`config.mk`:
```
export PLATFORM = sky130hd
export DESIGN_NAME = two_register_fixed_point_calculator
export DESIGN_NICKNAME = d
export VERILOG_FILES = /design/src/rtl/core/trfpc_pkg.sv /design/src/rtl/core/trfpc_serial.sv /design/src/rtl/core/two_register_fixed_point_calculator.sv
export SDC_FILE = /design/constraint.sdc
export NUM_CORES = 2
export LEC_CHECK = 0
export ABC_CLOCK_PERIOD_IN_PS = 10800
export BUFFER_PORTS_ARGS = -buffer_cell sky130_fd_sc_hd__buf_2
export CORE_MARGIN = 10
export CORE_UTILIZATION = 43
export CTS_CLUSTER_DIAMETER = 100
export DETAILED_ROUTE_END_ITERATION = 8
export GPL_TIMING_DRIVEN = 0
export PLACE_DENSITY_LB_ADDON = 0.2
export SLEW_MARGIN = 30
export SYNTH_ARGS = -nofsm -noshare
export SYNTH_HDL_FRONTEND = slang
export SYNTH_SLANG_ARGS = --single-unit
```
`constraint.sdc`:
```
create_clock -name clock -period 10.8 [get_ports clock]
set_input_delay 2.16 -clock clock [delete_from_list [all_inputs] [get_ports clock]]
set_output_delay 2.16 -clock clock [all_outputs]
set_load 0.02 [all_outputs]
```
`src/rtl/core/trfpc_pkg.sv`:
```
// Types and codes of the two-register fixed-point calculator.
package trfpc_pkg;

   localparam logic [3:0] OP_PUSH  = 4'd0;
   localparam logic [3:0] OP_ADD   = 4'd1;
   localparam logic [3:0] OP_SUB   = 4'd2;
   localparam logic [3:0] OP_MUL   = 4'd3;
   localparam logic [3:0] OP_POWER = 4'd4;
   localparam logic [3:0] OP_DIV   = 4'd5;
   localparam logic [3:0] OP_SWAP  = 4'd6;
   localparam logic [3:0] OP_CLEAR = 4'd7;
   localparam logic [3:0] OP_MAG   = 4'd8;
   localparam logic [3:0] OP_ROOT  = 4'd9;
   localparam logic [3:0] OP_READ  = 4'd10;

   localparam logic [1:0] ST_OK       = 2'd0;
   localparam logic [1:0] ST_DIVZERO  = 2'd1;
   localparam logic [1:0] ST_OVERFLOW = 2'd2;
   localparam logic [1:0] ST_NEGROOT  = 2'd3;

   localparam logic [31:0] FX_MAX = 32'h7FFF_FFFF;
   localparam logic [31:0] FX_MIN = 32'h8000_0000;

   typedef struct packed {
      logic [3:0]         operation;
      logic signed [31:0] operand_value;
   } req_word_type;

   typedef struct packed {
      logic signed [31:0] earlier_value;
      logic signed [31:0] later_value;
      logic [1:0]         status;
   } rsp_word_type;

   typedef struct packed {
      logic start;
      logic sqrt_mode;
   } ser_ctl_type;

   typedef struct packed {
      logic busy;
      logic done;
   } ser_stat_type;

endpackage

```
`src/rtl/core/trfpc_serial.sv`:
```
// Shared shift-subtract unit: restoring divide and digit-by-digit square root.
module trfpc_serial (
   input  logic                  clock,
   input  logic                  reset,
   input  trfpc_pkg::ser_ctl_type  ctl,
   input  logic [63:0]           opnd,
   input  logic [31:0]           divisor,
   output trfpc_pkg::ser_stat_type stat,
   output logic [63:0]           quot,
   output logic [31:0]           root
);
   import trfpc_pkg::*;

   logic        busy_ff, busy_in;
   logic        done_ff, done_in;
   logic        mode_ff, mode_in;
   logic [5:0]  cnt_ff, cnt_in;
   logic [63:0] shf_ff, shf_in;
   logic [33:0] rem_ff, rem_in;
   logic [31:0] root_ff, root_in;
   logic [31:0] div_ff, div_in;
   logic [35:0] sub_a, sub_b;
   logic [36:0] diff;
   logic        take;

   // Pick the operands of the one subtractor
   always_comb begin
      if (mode_ff) begin
         sub_a = {rem_ff, shf_ff[63:62]};
         sub_b = {2'b00, root_ff, 2'b01};
      end else begin
         sub_a = {3'b000, rem_ff[31:0], shf_ff[63]};
         sub_b = {4'b0000, div_ff};
      end
      diff = {1'b0, sub_a} - {1'b0, sub_b};
      take = !diff[36];
   end

   // Load on start, then advance one digit a cycle
   always_comb begin
      busy_in = busy_ff;
      done_in = 1'b0;
      mode_in = mode_ff;
      cnt_in  = cnt_ff;
      shf_in  = shf_ff;
      rem_in  = rem_ff;
      root_in = root_ff;
      div_in  = div_ff;
      if (ctl.start) begin
         busy_in = 1'b1;
         mode_in = ctl.sqrt_mode;
         cnt_in  = ctl.sqrt_mode ? 6'd31 : 6'd63;
         shf_in  = opnd;
         rem_in  = '0;
         root_in = '0;
         div_in  = divisor;
      end else if (busy_ff) begin
         if (mode_ff) begin
            rem_in  = take ? diff[33:0] : sub_a[33:0];
            root_in = {root_ff[30:0], take};
            shf_in  = {shf_ff[61:0], 2'b00};
         end else begin
            rem_in = take ? {2'b00, diff[31:0]} : {2'b00, sub_a[31:0]};
            shf_in = {shf_ff[62:0], take};
         end
         cnt_in = cnt_ff - 6'd1;
         if (cnt_ff == 6'd0) begin
            busy_in = 1'b0;
            done_in = 1'b1;
         end
      end
   end

   always_ff @(posedge clock) begin
      if (reset) begin
         busy_ff <= 1'b0;
         done_ff <= 1'b0;
      end else begin
         busy_ff <= busy_in;
         done_ff <= done_in;
      end
      mode_ff <= mode_in;
      cnt_ff  <= cnt_in;
      shf_ff  <= shf_in;
      rem_ff  <= rem_in;
      root_ff <= root_in;
      div_ff  <= div_in;
   end

   assign stat.busy = busy_ff;
   assign stat.done = done_ff;
   assign quot      = shf_ff;
   assign root      = root_ff;

endmodule

```
`src/rtl/core/two_register_fixed_point_calculator.sv`:
```
// Two-register signed fixed-point calculator, top level.
// Each command word gives one response word with both registers and a status.
// Push, add, sub, swap, clear and read go straight to the done state; mul and
// power (n capped at MAX_POWER) use the one 32x32 multiplier; divide, root of
// both registers and magnitude (after squaring both registers on the
// multiplier) use the shared shift-subtract unit (one quotient bit or one root
// digit a cycle). A new command is taken once the previous one has been
// handed to the response register, even if that word still waits.
module two_register_fixed_point_calculator #(
   parameter int FRAC_BITS = 16,
   parameter int MAX_POWER = 64
) (
   input  logic                    clock,
   input  logic                    reset,
   input  logic                    req_valid,
   output logic                    req_stall,
   input  trfpc_pkg::req_word_type req_word,
   output logic                    rsp_valid,
   input  logic                    rsp_stall,
   output trfpc_pkg::rsp_word_type rsp_word
);
   import trfpc_pkg::*;

   localparam int CW = $clog2(MAX_POWER + 1);
   localparam logic [32:0] ONE_EXT = 33'd1 << FRAC_BITS;

   typedef enum logic [3:0] {
      S_IDLE, S_MUL, S_MUL_APPLY, S_DIV, S_MAG_E, S_MAG_L, S_MAG_SUM,
      S_MAG_WAIT, S_ROOT_E, S_ROOT_EW, S_ROOT_L, S_ROOT_LW, S_DONE
   } state_type;

   state_type          state_ff, state_in;
   logic [31:0]        e_ff, e_in, l_ff, l_in, base_ff, base_in;
   logic [63:0]        acc_ff, acc_in;
   logic signed [63:0] prod_ff;
   logic [CW-1:0]      cnt_ff, cnt_in;
   logic               ovf_ff, ovf_in, neg_ff, neg_in, dz_ff, dz_in;
   logic               dsign_ff, dsign_in;
   logic               rsp_valid_ff, rsp_valid_in;
   rsp_word_type       rsp_word_ff, rsp_word_in;
   logic [31:0]        mul_a, mul_b;
   ser_ctl_type        ser_ctl;
   ser_stat_type       ser_stat;
   logic [63:0]        ser_opnd, ser_quot;
   logic [31:0]        ser_div, ser_root;

   logic signed [63:0] prod_sh;
   logic               mul_fits;
   logic [31:0]        mul_sat;
   logic [32:0]        sum_ext, dif_ext, n_full;
   logic [31:0]        abs_l, abs_e;
   logic               e_gt_one;
   logic [CW-1:0]      pwr_n;
   logic [1:0]         st_now;

   trfpc_serial u_serial (
      .clock   (clock),
      .reset   (reset),
      .ctl     (ser_ctl),
      .opnd    (ser_opnd),
      .divisor (ser_div),
      .stat    (ser_stat),
      .quot    (ser_quot),
      .root    (ser_root)
   );

   // Saturating helpers over the register values
   always_comb begin
      prod_sh  = prod_ff >>> FRAC_BITS;
      mul_fits = (&prod_sh[63:31]) || !(|prod_sh[63:31]);
      mul_sat  = mul_fits ? prod_sh[31:0] : (prod_sh[63] ? FX_MIN : FX_MAX);
      sum_ext  = {l_ff[31], l_ff} + {e_ff[31], e_ff};
      dif_ext  = {l_ff[31], l_ff} - {e_ff[31], e_ff};
      abs_l    = l_ff[31] ? (~l_ff + 32'd1) : l_ff;
      abs_e    = e_ff[31] ? (~e_ff + 32'd1) : e_ff;
      e_gt_one = !e_ff[31] && ({1'b0, e_ff} > ONE_EXT);
      n_full   = (({1'b0, e_ff} + ONE_EXT - 33'd1) >> FRAC_BITS) - 33'd1;
      pwr_n    = (n_full > 33'(MAX_POWER)) ? CW'(MAX_POWER) : n_full[CW-1:0];
      if (neg_ff)      st_now = ST_NEGROOT;
      else if (ovf_ff) st_now = ST_OVERFLOW;
      else if (dz_ff)  st_now = ST_DIVZERO;
      else             st_now = ST_OK;
   end

   // Sequence the command
   always_comb begin
      state_in     = state_ff;
      e_in         = e_ff;
      l_in         = l_ff;
      base_in      = base_ff;
      acc_in       = acc_ff;
      cnt_in       = cnt_ff;
      ovf_in       = ovf_ff;
      neg_in       = neg_ff;
      dz_in        = dz_ff;
      dsign_in     = dsign_ff;
      rsp_valid_in = rsp_valid_ff && rsp_stall;
      rsp_word_in  = rsp_word_ff;
      mul_a        = l_ff;
      mul_b        = base_ff;
      ser_ctl      = '0;
      ser_opnd     = '0;
      ser_div      = abs_e;
      unique case (state_ff)
         S_IDLE: begin
            if (req_valid) begin
               ovf_in   = 1'b0;
               neg_in   = 1'b0;
               dz_in    = 1'b0;
               state_in = S_DONE;
               unique case (req_word.operation)
                  OP_PUSH: begin
                     e_in = l_ff;
                     l_in = req_word.operand_value;
                  end
                  OP_ADD: begin
                     ovf_in = sum_ext[32] != sum_ext[31];
                     l_in   = (sum_ext[32] != sum_ext[31])
                              ? (sum_ext[32] ? FX_MIN : FX_MAX) : sum_ext[31:0];
                  end
                  OP_SUB: begin
                     ovf_in = dif_ext[32] != dif_ext[31];
                     l_in   = (dif_ext[32] != dif_ext[31])
                              ? (dif_ext[32] ? FX_MIN : FX_MAX) : dif_ext[31:0];
                  end
                  OP_MUL: begin
                     base_in  = e_ff;
                     cnt_in   = CW'(1);
                     state_in = S_MUL;
                  end
                  OP_POWER: begin
                     base_in = l_ff;
                     cnt_in  = pwr_n;
                     if (e_gt_one) state_in = S_MUL;
                  end
                  OP_DIV: begin
                     if (e_ff == 32'd0) begin
                        dz_in = 1'b1;
                     end else begin
                        ser_ctl.start = 1'b1;
                        ser_opnd      = {32'd0, abs_l} << FRAC_BITS;
                        dsign_in      = l_ff[31] ^ e_ff[31];
                        state_in      = S_DIV;
                     end
                  end
                  OP_SWAP: begin
                     e_in = l_ff;
                     l_in = e_ff;
                  end
                  OP_CLEAR: begin
                     e_in = '0;
                     l_in = '0;
                  end
                  OP_MAG:  state_in = S_MAG_E;
                  OP_ROOT: state_in = S_ROOT_E;
                  default: state_in = S_DONE;
               endcase
            end
         end
         S_MUL: state_in = S_MUL_APPLY;
         S_MUL_APPLY: begin
            l_in   = mul_sat;
            ovf_in = ovf_ff || !mul_fits;
            cnt_in = cnt_ff - CW'(1);
            state_in = (cnt_ff == CW'(1)) ? S_DONE : S_MUL;
         end
         S_DIV: begin
            if (ser_stat.done) begin
               state_in = S_DONE;
               if (dsign_ff) begin
                  if (ser_quot > 64'h8000_0000) begin
                     l_in = FX_MIN;
                     ovf_in = 1'b1;
                  end else begin
                     l_in = ~ser_quot[31:0] + 32'd1;
                  end
               end else if (ser_quot > 64'h7FFF_FFFF) begin
                  l_in = FX_MAX;
                  ovf_in = 1'b1;
               end else begin
                  l_in = ser_quot[31:0];
               end
            end
         end
         S_MAG_E: begin
            mul_a    = e_ff;
            mul_b    = e_ff;
            state_in = S_MAG_L;
         end
         S_MAG_L: begin
            mul_a    = l_ff;
            mul_b    = l_ff;
            acc_in   = prod_ff;
            state_in = S_MAG_SUM;
         end
         S_MAG_SUM: begin
            ser_ctl.start     = 1'b1;
            ser_ctl.sqrt_mode = 1'b1;
            ser_opnd          = acc_ff + prod_ff;
            state_in          = S_MAG_WAIT;
         end
         S_MAG_WAIT: begin
            if (ser_stat.done) begin
               state_in = S_DONE;
               if (ser_root[31]) begin
                  l_in = FX_MAX;
                  ovf_in = 1'b1;
               end else begin
                  l_in = ser_root;
               end
            end
         end
         S_ROOT_E: begin
            if (e_ff[31]) begin
               e_in     = '0;
               neg_in   = 1'b1;
               state_in = S_ROOT_L;
            end else begin
               ser_ctl.start     = 1'b1;
               ser_ctl.sqrt_mode = 1'b1;
               ser_opnd          = {32'd0, e_ff} << FRAC_BITS;
               state_in          = S_ROOT_EW;
            end
         end
         S_ROOT_EW: begin
            if (ser_stat.done) begin
               e_in     = ser_root;
               state_in = S_ROOT_L;
            end
         end
         S_ROOT_L: begin
            if (l_ff[31]) begin
               l_in     = '0;
               neg_in   = 1'b1;
               state_in = S_DONE;
            end else begin
               ser_ctl.start     = 1'b1;
               ser_ctl.sqrt_mode = 1'b1;
               ser_opnd          = {32'd0, l_ff} << FRAC_BITS;
               state_in          = S_ROOT_LW;
            end
         end
         S_ROOT_LW: begin
            if (ser_stat.done) begin
               l_in     = ser_root;
               state_in = S_DONE;
            end
         end
         S_DONE: begin
            // Hand over the word once the response register is free
            if (!rsp_valid_ff || !rsp_stall) begin
               rsp_valid_in              = 1'b1;
               rsp_word_in.earlier_value = e_ff;
               rsp_word_in.later_value   = l_ff;
               rsp_word_in.status        = st_now;
               state_in                  = S_IDLE;
            end
         end
         default: state_in = S_IDLE;
      endcase
   end

   always_ff @(posedge clock) begin
      if (reset) begin
         state_ff     <= S_IDLE;
         e_ff         <= '0;
         l_ff         <= '0;
         rsp_valid_ff <= 1'b0;
      end else begin
         state_ff     <= state_in;
         e_ff         <= e_in;
         l_ff         <= l_in;
         rsp_valid_ff <= rsp_valid_in;
      end
      base_ff     <= base_in;
      acc_ff      <= acc_in;
      prod_ff     <= $signed(mul_a) * $signed(mul_b);
      cnt_ff      <= cnt_in;
      ovf_ff      <= ovf_in;
      neg_ff      <= neg_in;
      dz_ff       <= dz_in;
      dsign_ff    <= dsign_in;
      rsp_word_ff <= rsp_word_in;
   end

   assign req_stall = (state_ff != S_IDLE);
   assign rsp_valid = rsp_valid_ff;
   assign rsp_word  = rsp_word_ff;

endmodule

```
==> flow_summary_export.csv <==
group,metric,value,unit
run_status,outcome,"finished, final reports clean",
timing,hold_viol,0,
timing,setup_viol,0,
yosys,ys_seq_area_share,18.0,%
timing,relSlewSlack,21.4,%
yosys,yosys.area.top_type,"fa_1",
yosys,synth_cells,7706,
detailed_routing,drt_iter0_drc,7717,
clock_network,clk_pin_slew_worst_paths,70,ps
global_routing,grt_pass1_vias,61600,
yosys,async_flop_share,0,%
min_path,hold_class,"reg2reg",
critical_path,start_kind,"flop",
clock_network,ctsHtreeMaxLevel,2,
global_routing,antenna_found_initial,19,
yosys,syn-num-nets,9186,
die,initial_core_util,43.3,%
clock_network,clock_path_buffers,3,
detailed_routing,firstDrtPassIters,9,
yosys,yosysTopAreaCellShare,31.7,%
yosys,ys_top_cells_by_area,"fa_1 32%, edfxtp_1 12%, ha_1 6.5%",
clock_network,clock_latency,680,ps
yosys,synth_seq_cells,477,
global_routing,grt_usage,37.3,%
timing,period_share,99.3,%
timing,fin_crit,10720,ps
placed_design,placed_area,0.0730,mm2
die,rows,146,
die,die_h,419,um
timing,max_clock_freq,93.3,MHz
placed_design,portBuffers,105,
critical_path,arrival,11280,ps
critical_path,required,11360,ps
detailed_routing,met2_length,145000,um
global_routing,grt_pass1_wl,465000,um
timing,drv_slew,0,
critical_path,path_buf_inv,12,
global_routing,grt_max_degree,46,
layout,fin_nets,9422,
detailed_routing,ant_nets,0,
timing,setup_ws,79.4,ps
timing,fin_setup_tns,0,ps
die,num_io_pins,108,
critical_path,endpoint_kind,"flop",
critical_path,setup.worst_path.class,"reg2reg",
detailed_routing,wl_per_cell,33.3,um
detailed_routing,vias,62300,
placed_design,dp_slack,-2350,ps
critical_path,crit_top_cell,"fa_1",
detailed_routing,via_per_inst,6.19,
placed_design,hpwlAfterDp,269000,um
critical_path,cp_max_fo,10,
detailed_routing,wl,335000,um
yosys,synth_area_per_cell,8.90,um2
layout,design_area,0.0755,mm2
detailed_routing,wirelength_met1,122000,um
clock_network,numCtsBuffers,51,
timing,fin_skew,38.4,ps
critical_path,critical-path-slowest-cell,"fa_1",
critical_path,max_stage_delay,610,ps
timing,tightest_slew,1180,ps
die,die_area,0.176,mm2
clock_network,clock-root-buffer,"clkbuf_16",
run,drv_cap,0,
yosys,ys_warn_count,0,
yosys,ys.flop_type,"edfxtp_1",
yosys,synth_cell_types,96,
placed_design,place.gp.congestion,1.07,
die,fp.dieW,419,um
detailed_routing,routed.top_layer,"met5",
clock_network,clock_sinks,477,
die,core_area,0.158,mm2
global_routing,grt-ovfl-total,0,
timing,whs,452,ps
layout,drive_gt1_share,8.47,%
critical_path,path_delay_family,"adder cells",
detailed_routing,drc,0,
layout,area_growth,10.1,%
yosys,synth_edf_count,276,
yosys,syn-cell-area,0.0686,mm2
detailed_routing,met3WireLength,35600,um
clock_network,cts_tree,"built",
## what timing repair did
action,CTS,global route
pin swaps,3,0
resized for setup,164,36
gates cloned,0,0
setup buffers,21,5
endpoints found under the hold margin,0,0
setup endpoints to repair,43,16
hold buffers,0,0
## through the flow
step | instances | utilization, %
final | 10100 | 47.7
after global routing | 10100 | 47.7
after CTS | 10000 | 47.5
after detailed placement | 9940 | 46.1
after global placement | 9883 | 45.3
after floorplan | 7706 | -
## cell usage in the layout, fill, tap and decap left out, types with 28 or more instances in the layout
cell type	n
xor2_1	81
nand3_1	84
fa_1	1084
edfxtp_1	276
clkbuf_16	54
clkbuf_1	255
o31ai_1	31
o21a_1	44
clkbuf_2	123
o21ai_0	329
xnor2_1	217
o21bai_1	40
a21o_1	121
mux2i_1	131
nand4_1	45
nor2b_1	35
buf_4	43
nand2_1	834
a211oi_1	73
o221ai_1	40
nor2_1	831
nand2b_1	43
buf_2	139
mux2_2	62
inv_1	1097
ha_1	354
a31oi_1	53
a21oi_1	406
and3_1	35
o22ai_1	42
dfxtp_1	200
a22oi_1	39
nor3_1	91
and2_1	28
## layer usage
metal | vias to the layer above | global-route usage, %
met1 | 31400 | 45.2
met4 | 12 | 28.2
met2 | 3930 | 56.6
met3 | 1112 | 9.96
li1 | 25900 | -
met5 | - | 0
## cell families after synthesis
family	count (synthesis)	synth area share [%]
flops	477	18.0
buf+inv	1559	8.61
xor+xnor	298	3.81
fa+ha+maj	1441	38.2
compound gates	1527	14.3
mux	226	3.42
simple gates	2178	13.7
## Yosys cell counts, types with 15 or more instances
cell type     n
edfxtp_1    276
nor2b_1      35
a21boi_0     28
or3_1        24
o221ai_1     40
nand2_1     835
inv_1      1099
o21a_1       44
nor2_1      833
o211ai_1     25
nor3b_1      15
and3_1       35
buf_1        35
a211o_1      16
o22ai_1      42
o21bai_1     40
ha_1        354
mux2_2       66
fa_1       1086
a21oi_1     438
xor2_1       81
xnor2_1     217
nand2b_1     44
o21ai_0     333
clkbuf_1    400
a22oi_1      39
nor4_1       29
o31ai_1      33
nand3_1      84
a222oi_1     19
mux2i_1     160
a211oi_1     74
a2111oi_0    19
nand4_1      45
dfxtp_1     201
a221oi_1     21
a21o_1      129
and2_1       28
nor3_1       97
a31oi_1      56
## layout make-up
type                            count  area [um2]
Fill cell                       15500       82900
Sequential cell                   477       12300
Multi-Input combinational cell   5670       51200
Antenna cell                       11        27.5
Clock buffer                       64        1400
Timing Repair Buffer              193        1470
Clock inverter                     32         333
Inverter                         1106        4160
Tap cell                         2072        2590
Buffer                            443        2010
## flip-flops by register name, indices dropped and copies added (netlist names), 6 cells and up
signal / cells
acc_ff: 64
base_ff: 32
cnt_ff: 7
e_ff: 32
l_ff: 32
prod_ff: 64
rsp_word: 66
u_serial.cnt_ff: 6
u_serial.div_ff: 32
u_serial.quot: 64
u_serial.rem_ff: 34
u_serial.root: 32
## path summary, 6_finish.rpt
kind,from,endpoint,slack [ps],cells after the start
setup / recovery,state_ff[0]$_SDFFE_PP0P_,prod_ff[62]$_DFF_P_,80,33
hold / removal,prod_ff[0]$_DFF_P_,acc_ff[0]$_DFFE_PN_,450,0
setup reg to reg,state_ff[0]$_SDFFE_PP0P_,prod_ff[62]$_DFF_P_,80,33
hold reg to reg,prod_ff[0]$_DFF_P_,acc_ff[0]$_DFFE_PN_,450,0
Power is left out: the tool's default activity adds up to more than one toggle a clock period on the data nets, which glitch-free logic cannot reach.
